==> config.mk <==
export PLATFORM = sky130hd
export DESIGN_NAME = int4_block_dequant_dot_product
export DESIGN_NICKNAME = d
export VERILOG_FILES = /design/src/rtl/core/i4dq_pkg.sv /design/src/rtl/core/int4_block_dequant_dot_product.sv /design/src/rtl/core/i4dq_front.sv /design/src/rtl/core/i4dq_queue.sv /design/src/rtl/core/i4dq_back.sv
export SDC_FILE = /design/constraint.sdc
export NUM_CORES = 2
export LEC_CHECK = 0
export BUFFER_PORTS_ARGS = -buffer_cell sky130_fd_sc_hd__buf_2
export CAP_MARGIN = 15
export CELL_PAD_IN_SITES_DETAIL_PLACEMENT = 1
export CELL_PAD_IN_SITES_GLOBAL_PLACEMENT = 1
export CORE_MARGIN = 10
export CORE_UTILIZATION = 40
export DETAILED_ROUTE_END_ITERATION = 10
export HOLD_SLACK_MARGIN = 0.03
export PLACE_DENSITY_LB_ADDON = 0.3
export SKIP_LAST_GASP = 1
export SYNTH_ARGS = -nofsm -noshare
export SYNTH_HDL_FRONTEND = slang
export SYNTH_HIERARCHICAL = 1
export SYNTH_SLANG_ARGS = --single-unit
==> constraint.sdc <==
create_clock -name clk_i -period 14.2 [get_ports clk_i]
set_clock_uncertainty 0.05 [all_clocks]
set_input_delay 2.13 -clock clk_i [delete_from_list [all_inputs] [get_ports clk_i]]
set_output_delay 2.13 -clock clk_i [all_outputs]
set_load 0.02 [all_outputs]
==> src/rtl/core/i4dq_pkg.sv <==
// Shared constants and types of the int4 block dequant dot product.
// Used by every module of the block; depends on nothing.
package i4dq_pkg;

  localparam int BLOCK_ELEMS = 32;
  localparam int BPB         = (BLOCK_ELEMS / 2 < 1) ? 1 : BLOCK_ELEMS / 2;
  localparam int CNT_W       = (BPB > 1) ? $clog2(BPB) : 1;

  localparam int NIB_W   = 4;
  localparam int WOFF_W  = NIB_W + 1;
  localparam int ACT_W   = 16;
  localparam int PAIR_W  = 21;
  localparam int BSUM_W  = 25;
  localparam int PROD_W  = BSUM_W + ACT_W;
  localparam int ROW_W   = 48;

  localparam logic signed [WOFF_W-1:0] NIB_OFFSET = 5'sd8;

  localparam int QDEPTH = 4;
  localparam int QPTR_W = 2;
  localparam int QCNT_W = 3;

  typedef struct packed {
    logic signed [PAIR_W-1:0] pair_sum;
    logic signed [ACT_W-1:0]  scale;
    logic                     close;
    logic                     last;
  } i4dq_entry_t;

  typedef struct packed {
    logic full;
    logic empty;
  } i4dq_qstat_t;

endpackage

==> src/rtl/core/int4_block_dequant_dot_product.sv <==
// int4 block dequant dot product: one packed weight byte and two activations per item.
// Throughput one item per cycle; the front takes an item whenever the four-entry queue has room.
// A last item is written into the queue on its accepting edge, then passes through
// block sum, scale multiply and row total into the output register.
// rst_ni (asynchronous, active low) empties the queue and clears block sum, byte count
// and row total to zero; no clearing pass follows.
module int4_block_dequant_dot_product import i4dq_pkg::*; (
  input  logic                    clk_i,
  input  logic                    rst_ni,
  input  logic                    in_valid_i,
  output logic                    in_stall_o,
  input  logic [7:0]              weight_pair_i,
  input  logic signed [ACT_W-1:0] act_even_i,
  input  logic signed [ACT_W-1:0] act_odd_i,
  input  logic signed [ACT_W-1:0] block_scale_i,
  input  logic                    last_of_row_i,
  output logic                    out_valid_o,
  input  logic                    out_stall_i,
  output logic signed [ROW_W-1:0] dot_result_o
);

  // queue status travels back to both sides as one bundle
  i4dq_qstat_t qstat;
  i4dq_entry_t wr_data;
  i4dq_entry_t rd_data;
  logic        wr_en;
  logic        rd_en;

  // front: offset both nibbles by eight, multiply by their activations,
  // and tag the item that closes a block (full block or end of row)
  i4dq_front u_front (
    .clk_i         (clk_i),
    .rst_ni        (rst_ni),
    .in_valid_i    (in_valid_i),
    .in_stall_o    (in_stall_o),
    .weight_pair_i (weight_pair_i),
    .act_even_i    (act_even_i),
    .act_odd_i     (act_odd_i),
    .block_scale_i (block_scale_i),
    .last_of_row_i (last_of_row_i),
    .qstat_i       (qstat),
    .wr_en_o       (wr_en),
    .wr_data_o     (wr_data)
  );

  // queue: absorb items while the back holds on a stalled result
  i4dq_queue u_queue (
    .clk_i     (clk_i),
    .rst_ni    (rst_ni),
    .wr_en_i   (wr_en),
    .wr_data_i (wr_data),
    .rd_en_i   (rd_en),
    .rd_data_o (rd_data),
    .qstat_o   (qstat)
  );

  // back: saturate the block sum, scale it when the block closes,
  // fold it into the saturated row total and present the total on last
  i4dq_back u_back (
    .clk_i        (clk_i),
    .rst_ni       (rst_ni),
    .qstat_i      (qstat),
    .rd_data_i    (rd_data),
    .rd_en_o      (rd_en),
    .out_valid_o  (out_valid_o),
    .out_stall_i  (out_stall_i),
    .dot_result_o (dot_result_o)
  );

endmodule

==> src/rtl/core/i4dq_front.sv <==
// Front end: accepts items, forms the two offset-weight products and tags block close.
// Depends on i4dq_pkg; feeds i4dq_queue.
module i4dq_front import i4dq_pkg::*; (
  input  logic                    clk_i,
  input  logic                    rst_ni,
  input  logic                    in_valid_i,
  output logic                    in_stall_o,
  input  logic [7:0]              weight_pair_i,
  input  logic signed [ACT_W-1:0] act_even_i,
  input  logic signed [ACT_W-1:0] act_odd_i,
  input  logic signed [ACT_W-1:0] block_scale_i,
  input  logic                    last_of_row_i,
  input  i4dq_qstat_t             qstat_i,
  output logic                    wr_en_o,
  output i4dq_entry_t             wr_data_o
);

  logic [CNT_W-1:0]          cnt_q, cnt_d;
  logic signed [WOFF_W-1:0]  w_even, w_odd;
  logic signed [PAIR_W-1:0]  p_even, p_odd;
  logic                      close;
  logic                      accept;

  assign in_stall_o = qstat_i.full;
  assign accept     = in_valid_i && !qstat_i.full;
  assign wr_en_o    = accept;

  always_comb begin
    w_even = $signed({1'b0, weight_pair_i[3:0]}) - NIB_OFFSET;
    w_odd  = $signed({1'b0, weight_pair_i[7:4]}) - NIB_OFFSET;
    p_even = PAIR_W'(w_even) * PAIR_W'(act_even_i);
    p_odd  = PAIR_W'(w_odd) * PAIR_W'(act_odd_i);
    close  = last_of_row_i || (cnt_q == CNT_W'(BPB - 1));
  end

  always_comb begin
    wr_data_o.pair_sum = p_even + p_odd;
    wr_data_o.scale    = block_scale_i;
    wr_data_o.close    = close;
    wr_data_o.last     = last_of_row_i;
  end

  // advance the byte count; restart it when the block closes
  always_comb begin
    cnt_d = cnt_q;
    if (accept) begin
      cnt_d = close ? '0 : cnt_q + CNT_W'(1);
    end
  end

  always_ff @(posedge clk_i or negedge rst_ni) begin
    if (!rst_ni) begin
      cnt_q <= '0;
    end else begin
      cnt_q <= cnt_d;
    end
  end

endmodule

==> src/rtl/core/i4dq_queue.sv <==
// Short queue between front and back of the int4 block dequant dot product.
// Depends on i4dq_pkg.
module i4dq_queue import i4dq_pkg::*; (
  input  logic        clk_i,
  input  logic        rst_ni,
  input  logic        wr_en_i,
  input  i4dq_entry_t wr_data_i,
  input  logic        rd_en_i,
  output i4dq_entry_t rd_data_o,
  output i4dq_qstat_t qstat_o
);

  i4dq_entry_t       mem_q [QDEPTH];
  logic [QPTR_W-1:0] wptr_q, wptr_d, rptr_q, rptr_d;
  logic [QCNT_W-1:0] cnt_q, cnt_d;

  assign qstat_o.full  = (cnt_q == QCNT_W'(QDEPTH));
  assign qstat_o.empty = (cnt_q == '0);
  assign rd_data_o     = mem_q[rptr_q];

  always_comb begin
    wptr_d = wr_en_i ? wptr_q + QPTR_W'(1) : wptr_q;
    rptr_d = rd_en_i ? rptr_q + QPTR_W'(1) : rptr_q;
    cnt_d  = cnt_q + QCNT_W'(wr_en_i) - QCNT_W'(rd_en_i);
  end

  always_ff @(posedge clk_i) begin
    if (wr_en_i) begin
      mem_q[wptr_q] <= wr_data_i;
    end
  end

  always_ff @(posedge clk_i or negedge rst_ni) begin
    if (!rst_ni) begin
      wptr_q <= '0;
      rptr_q <= '0;
      cnt_q  <= '0;
    end else begin
      wptr_q <= wptr_d;
      rptr_q <= rptr_d;
      cnt_q  <= cnt_d;
    end
  end

endmodule

==> src/rtl/core/i4dq_back.sv <==
// Back end: block sum, block scaling multiply, row total and the output register.
// Depends on i4dq_pkg; drains i4dq_queue.
module i4dq_back import i4dq_pkg::*; (
  input  logic                    clk_i,
  input  logic                    rst_ni,
  input  i4dq_qstat_t             qstat_i,
  input  i4dq_entry_t             rd_data_i,
  output logic                    rd_en_o,
  output logic                    out_valid_o,
  input  logic                    out_stall_i,
  output logic signed [ROW_W-1:0] dot_result_o
);

  logic                     adv;
  logic                     pop;
  logic signed [BSUM_W-1:0] bsum_q, bsum_d, bsum_sat;
  logic signed [BSUM_W:0]   bsum_wide;
  logic                     a_v_q, a_v_d;
  logic                     a_last_q;
  logic signed [BSUM_W-1:0] a_bsum_q;
  logic signed [ACT_W-1:0]  a_scale_q;
  logic                     b_v_q, b_v_d;
  logic                     b_last_q;
  logic signed [PROD_W-1:0] b_prod_q;
  logic signed [ROW_W-1:0]  row_q, row_d, row_sat;
  logic signed [ROW_W:0]    row_wide;
  logic                     out_v_q, out_v_d;
  logic signed [ROW_W-1:0]  out_q;

  // hold the whole back pipe while a finished result waits
  assign adv     = !(out_v_q && out_stall_i);
  assign pop     = adv && !qstat_i.empty;
  assign rd_en_o = pop;

  always_comb begin
    bsum_wide = {bsum_q[BSUM_W-1], bsum_q} + (BSUM_W + 1)'(rd_data_i.pair_sum);
    if (bsum_wide[BSUM_W] != bsum_wide[BSUM_W-1]) begin
      bsum_sat = bsum_wide[BSUM_W] ? {1'b1, {(BSUM_W-1){1'b0}}} : {1'b0, {(BSUM_W-1){1'b1}}};
    end else begin
      bsum_sat = bsum_wide[BSUM_W-1:0];
    end
    bsum_d = bsum_q;
    if (pop) begin
      bsum_d = rd_data_i.close ? '0 : bsum_sat;
    end
  end

  always_comb begin
    row_wide = {row_q[ROW_W-1], row_q} + (ROW_W + 1)'(b_prod_q);
    if (row_wide[ROW_W] != row_wide[ROW_W-1]) begin
      row_sat = row_wide[ROW_W] ? {1'b1, {(ROW_W-1){1'b0}}} : {1'b0, {(ROW_W-1){1'b1}}};
    end else begin
      row_sat = row_wide[ROW_W-1:0];
    end
    row_d = row_q;
    if (adv && b_v_q) begin
      row_d = b_last_q ? '0 : row_sat;
    end
  end

  always_comb begin
    a_v_d   = adv ? (pop && rd_data_i.close) : a_v_q;
    b_v_d   = adv ? a_v_q : b_v_q;
    out_v_d = adv ? (b_v_q && b_last_q) : out_v_q;
  end

  always_ff @(posedge clk_i) begin
    if (pop && rd_data_i.close) begin
      a_bsum_q  <= bsum_sat;
      a_scale_q <= rd_data_i.scale;
      a_last_q  <= rd_data_i.last;
    end
    if (adv && a_v_q) begin
      b_prod_q <= PROD_W'(a_bsum_q) * PROD_W'(a_scale_q);
      b_last_q <= a_last_q;
    end
    if (adv && b_v_q && b_last_q) begin
      out_q <= row_sat;
    end
  end

  always_ff @(posedge clk_i or negedge rst_ni) begin
    if (!rst_ni) begin
      bsum_q  <= '0;
      row_q   <= '0;
      a_v_q   <= 1'b0;
      b_v_q   <= 1'b0;
      out_v_q <= 1'b0;
    end else begin
      bsum_q  <= bsum_d;
      row_q   <= row_d;
      a_v_q   <= a_v_d;
      b_v_q   <= b_v_d;
      out_v_q <= out_v_d;
    end
  end

  assign out_valid_o  = out_v_q;
  assign dot_result_o = out_q;

endmodule

# After elaboration in Yosys (flattened, before gate mapping)
# Memory sizes are Yosys's and may differ from the RTL's.
# Cells that the tools add are included.
# op_classes
multipliers	3
muxes	9
n_addsub	10
n_eq_ne	4
reduce_logical	13
# ops
op	count
$mux W48	3
$mux W25	3
$add A48 B41 Y49	1
$mul A5 B16 Y21	2
$mul A25 B16 Y41	1
$add A25 B21 Y26	1
$add A21 B21 Y21	1
$sub A4 B4 Y5 const B	2
$logic_and A1 B1 Y1	8
$add A2 B1 Y2 const B	2
$add A4 B1 Y4 const B	1
$eq A4 B4 Y1 const B	1
$mux W4	1
$add A3 B1 Y3	1
$eq A3 B3 Y1 const B	1
$logic_not A1 Y1	3
$logic_not A3 Y1	1
$sub A3 B1 Y3	1
$mux W1	2
$ne A1 B1 Y1	2
$logic_or A1 B1 Y1	1
# totals
out_inout_bits	50
n_memories	1
elab_cells	55
inputBits	61
ram_bits	156
ff_bits	219
# memory_table
memory	words	word_bits	rd	rd_clocked_by_memory_dff	wr	line	rtl
u_queue.mem_q	4	39	1	0	1	i4dq_queue.sv:13	i4dq_entry_t mem_q [QDEPTH];

# Logic depth before layout (Yosys ltp)
# depth
depth_word	5
ltp_mapped	24
depth_no_buf	23

# Cells and area by module
# Netlist, hierarchy kept.
# modules_own_cells
mod	seq_area_each_um2	area_per_inst_um2	cells_per_inst	instances
i4dq_back	5865.6	26152.6	2745	1
i4dq_queue	4859.7	6063.3	238	1
i4dq_front	100.1	5796.8	662	1

# Worst setup path after synthesis
# Ideal clock, no wire load.
# synth_timing
kind	input to register
from	input port weight_pair_i[3]
to	memory u_queue/mem_q[0][37] in the netlist's numbering, data pin
setup_ns	0.280
t_required_ns	13.870
arrival_ns	6.822
slack_ns	7.048
n_path_buf	2
stages	20
cell_sequence	clkbuf_1 -> inv_1 -> buf_1 -> nand2_1 -> fa_1 -> fa_1 -> inv_1 -> fa_1 -> fa_1 -> inv_1 -> fa_1 -> inv_1 -> ha_1 -> a21oi_2 -> o21ai_1 -> a221o_1 -> a21o_1 -> o31a_1 -> nand4b_2 -> o211ai_2
# synth_lines
element	line	rtl
from (decl)	int4_block_dequant_dot_product.sv:12	input logic [7:0] weight_pair_i,
to (decl)	i4dq_queue.sv:13	

# Worst setup path in the final report
# layout_timing
from	register u_back.a_bsum_q[14]
to	register u_back.b_prod_q[40], data pin
# layout_between
elab_chain_len	1
# layout_rtl
element	line	rtl
from (decl)	i4dq_back.sv:20	logic signed [BSUM_W-1:0] a_bsum_q;
from (signal assigned)	i4dq_back.sv:69	a_bsum_q <= bsum_sat;
$mul A25 B16 Y41	i4dq_back.sv:74	b_prod_q <= PROD_W'(a_bsum_q) * PROD_W'(a_scale_q);
to (signal assigned)	i4dq_back.sv:74	
to (decl)	i4dq_back.sv:24	logic signed [PROD_W-1:0] b_prod_q;
# Every way passes these cells.
# A chain may end at the register's enable or synchronous reset.

==> qor.yml <==
cts:
  cts_buffers: 41
  cts_root_buf: "clkbuf_16"
  h-tree-depth: 2
  cts_sinks: 375
  cts_resized: 0
  cts_hold_buf: 0
  cts_tree: "done"
  post-cts-setup-buffers: 0
  clockBufferDepth: 3
  cts.clk_slew.worst_paths_ps: 60
  clock_latency_ps: 590
logic_synthesis:
  yosys.area.top_type_share: 0.2770
  synth_area_um2: 38010
  synth_xor_xnor_area_share: 0.03041
  synth_ff_type: "edfxtp_1"
  synth_top_area_cell: "fa_1"
  synth_nets: 4461
  synth_top_family_by_area: "adder cells"
  synthCells: 3645
  synthTopCellsByArea: "fa_1, edfxtp_1, ha_1, inv_1, dfrtp_1"
  synth_edf_count: 288
  async_reset_ff_frac: 0.2320
  yosys.area_share.simple: 0.1234
  ys_seq_area_frac: 0.2848
  syn_area_per_cell_um2: 10.43
  synth-seq-cells: 375
  muxShareOfSynthArea: 0.02376
  synth_compound_area_frac: 0.08716
  synth_fa_ha_area_frac: 0.3632
  yosysWarnings: 6
  yosysUniqueCellTypes: 99
floorplan:
  rows: 113
  die_area_um2: 107800
  core_area_um2: 94590
  io-pin-count: 111
  start_util: 0.4019
  die_h_um: 328.3
  die-width_um: 328.3
worst_hold_path:
  whs_endpoint: "u_back/b_last_q"
  min_from: "u_back/a_last_q"
  hold_class: "register to register"
  holdPathStages: 0
status:
  outcome: "finished clean"
sta:
  finalHoldViolations: 0
  setup_tns_ps: 0
  slew_violations: 0
  timing.final.crit_share: 0.5352
  setup_viol: 0
  slew_headroom: 0.2690
  period_needed_ps: 7600
  worst_pin_slew_ps: 1096
  rsz0062_at_grt: "false"
  max_clock_freq_mhz: 131.6
critical_path:
  r2r-start: "u_back/a_bsum_q[14]"
  critPathKind: "register to register"
  end_kind: "register"
  crit_required_ps: 14460
  r2r_cells: 21
  startpoint_type: "register"
  r2r_end: "u_back/b_prod_q[40]"
  worst_ep_arrival_time_ps: 7860
  worstPathMaxFanout: 16
  r2r_slack_ps: 6600
cells_and_area:
  fill_cells: 10520
  nNetsFinal: 4488
  layout.cells.most_common: "inv_1"
  area_delta_synth_final_pct: 7.633
  drive_above_1_share: 0.08561
  final_cell_mix: "inv_1, fa_1, nand2_1"
run:
  cap_viol_max_count: 0
grt:
  antenna_found_initial: 1
  overflow: 0
  grt_pass1_vias: 29440
  grt.total_usage: 0.1863
  grt_start_max_net_pins: 51
  grt_pass1_wl_mm: 161.0
detailed_routing:
  drtAntennaViolNets: 0
  wirelength_mm: 97.88
  drt_iter0_drc: 1331
  remaining_drc_errors: 0
  via_per_inst: 5.151
  drt_first_pass_iters: 5
  routedWlPerCell_um: 19.70
  vias: 25600
placement:
  gp_congestion: 0.8513
  place_hpwl_mm: 75.46
  numPortBuffers: 110
==> area by class of cell <==
type,instances,area (µm²),share of cell area
clock inverters,21,207.7,0.005076
repair buffers,141,798.3,0.01951
well taps,1265,1583,0.03869
diodes,1,2.502,0.00006116
flip-flops and latches,375,10830,0.2646
inverters,666,2505,0.06122
clock buffers,53,1101,0.02691
multi-input cells,2447,23890,0.5839
==> cell usage after synthesis, types with 6 or more instances <==
| master | instances |
|---|---|
| a22o_1 | 9 |
| mux4_2 | 38 |
| o21a_1 | 20 |
| or2_2 | 14 |
| buf_6 | 6 |
| a21oi_1 | 122 |
| edfxtp_1 | 288 |
| a21oi_2 | 6 |
| maj3_2 | 17 |
| nand2_1 | 425 |
| o21bai_1 | 15 |
| a221o_1 | 11 |
| o211ai_1 | 10 |
| a211oi_1 | 11 |
| nor3_1 | 28 |
| o21ai_1 | 13 |
| or3_1 | 9 |
| inv_1 | 663 |
| and2_1 | 213 |
| o21ai_0 | 115 |
| nor4_1 | 7 |
| dfrtp_1 | 87 |
| nand4_1 | 19 |
| nor2b_1 | 29 |
| nor2_1 | 161 |
| buf_4 | 24 |
| nand3_1 | 27 |
| fa_1 | 526 |
| maj3_1 | 22 |
| a21o_1 | 62 |
| and3_1 | 14 |
| a21boi_0 | 9 |
| clkbuf_1 | 103 |
| a31oi_1 | 12 |
| buf_2 | 17 |
| ha_1 | 229 |
| xor2_1 | 40 |
| nand2b_1 | 20 |
| xnor2_1 | 92 |
==> flip-flops by register name, summed over array words and instances, names as in the netlist, 3 cells and up <==
name / cells
u_queue/cnt_q: 3
u_back/a_scale_q: 16
u_back/bsum_q: 25
u_queue/mem_q: 156
u_front/cnt_q: 4
u_back/row_q: 48
u_back/b_prod_q: 41
u_back/dot_result_o: 48
u_back/a_bsum_q: 25
==> worst max path at each step <==
stage                               startpoint                   end  slack (ps)  cells past startpoint
after floorplan               weight_pair_i[3]  u_queue/mem_q[0][37]        7050                     20
after global placement        weight_pair_i[3]  u_queue/mem_q[2][37]        6740                     19
after detailed placement  u_back/a_scale_q[15]   u_back/b_prod_q[40]        6610                     19
after CTS                 u_back/a_scale_q[15]   u_back/b_prod_q[40]        6590                     20
after global routing      u_back/a_scale_q[15]   u_back/b_prod_q[40]        6130                     20
final                      u_back/a_bsum_q[14]   u_back/b_prod_q[40]        6600                     21
==> worst max-delay path: stages (launching register included) <==
cell       delay, ps
edfxtp_1         770
and2_1           360
fa_1             530
inv_1             60
fa_1             520
inv_1             50
fa_1             490
inv_1             50
fa_1             550
fa_1             440
fa_1             500
inv_1             40
ha_1             350
a21oi_1          200
o21ai_0          150
a21o_1           210
a221o_1          360
o2111ai_1        430
a31oi_1          290
o21ai_0          580
mux2i_1          250
nand4_1           90
==> layer usage <==
layer	wire (µm)	GRT usage	share of wire
met3	3323	0.02139	0.034
met2	50040	0.3328	0.51
met4	2744	0.05501	0.028
met5	0	0	0
met1	41770	0.2347	0.43
==> cell families after synthesis <==
group / after synthesis
multiplexers: 41
buffers and inverters: 823
AO/OA/AOI/OAI: 494
flip-flops: 375
AND/OR/NAND/NOR: 986
XOR/XNOR: 132
adder cells (fa/ha/maj): 794
==> per-stage QoR <==
stage	hold slack (ps)	instance area, µm²	setup slack, ps	instances	utilization
after CTS	368.3	40890	6588	4967	0.4323
final	366.3	40910	6600	4969	0.4326
after global placement	354.6	39580	6742	4893	0.4185
after floorplan	350.3	38010	7048	3645	-
after global routing	374.5	40910	6128	4969	0.4326
after detailed placement	357.1	39580	6614	4893	0.4185
Power is left out: the tool's default activity adds up to more than one toggle a clock period on the data nets, which glitch-free logic cannot reach.
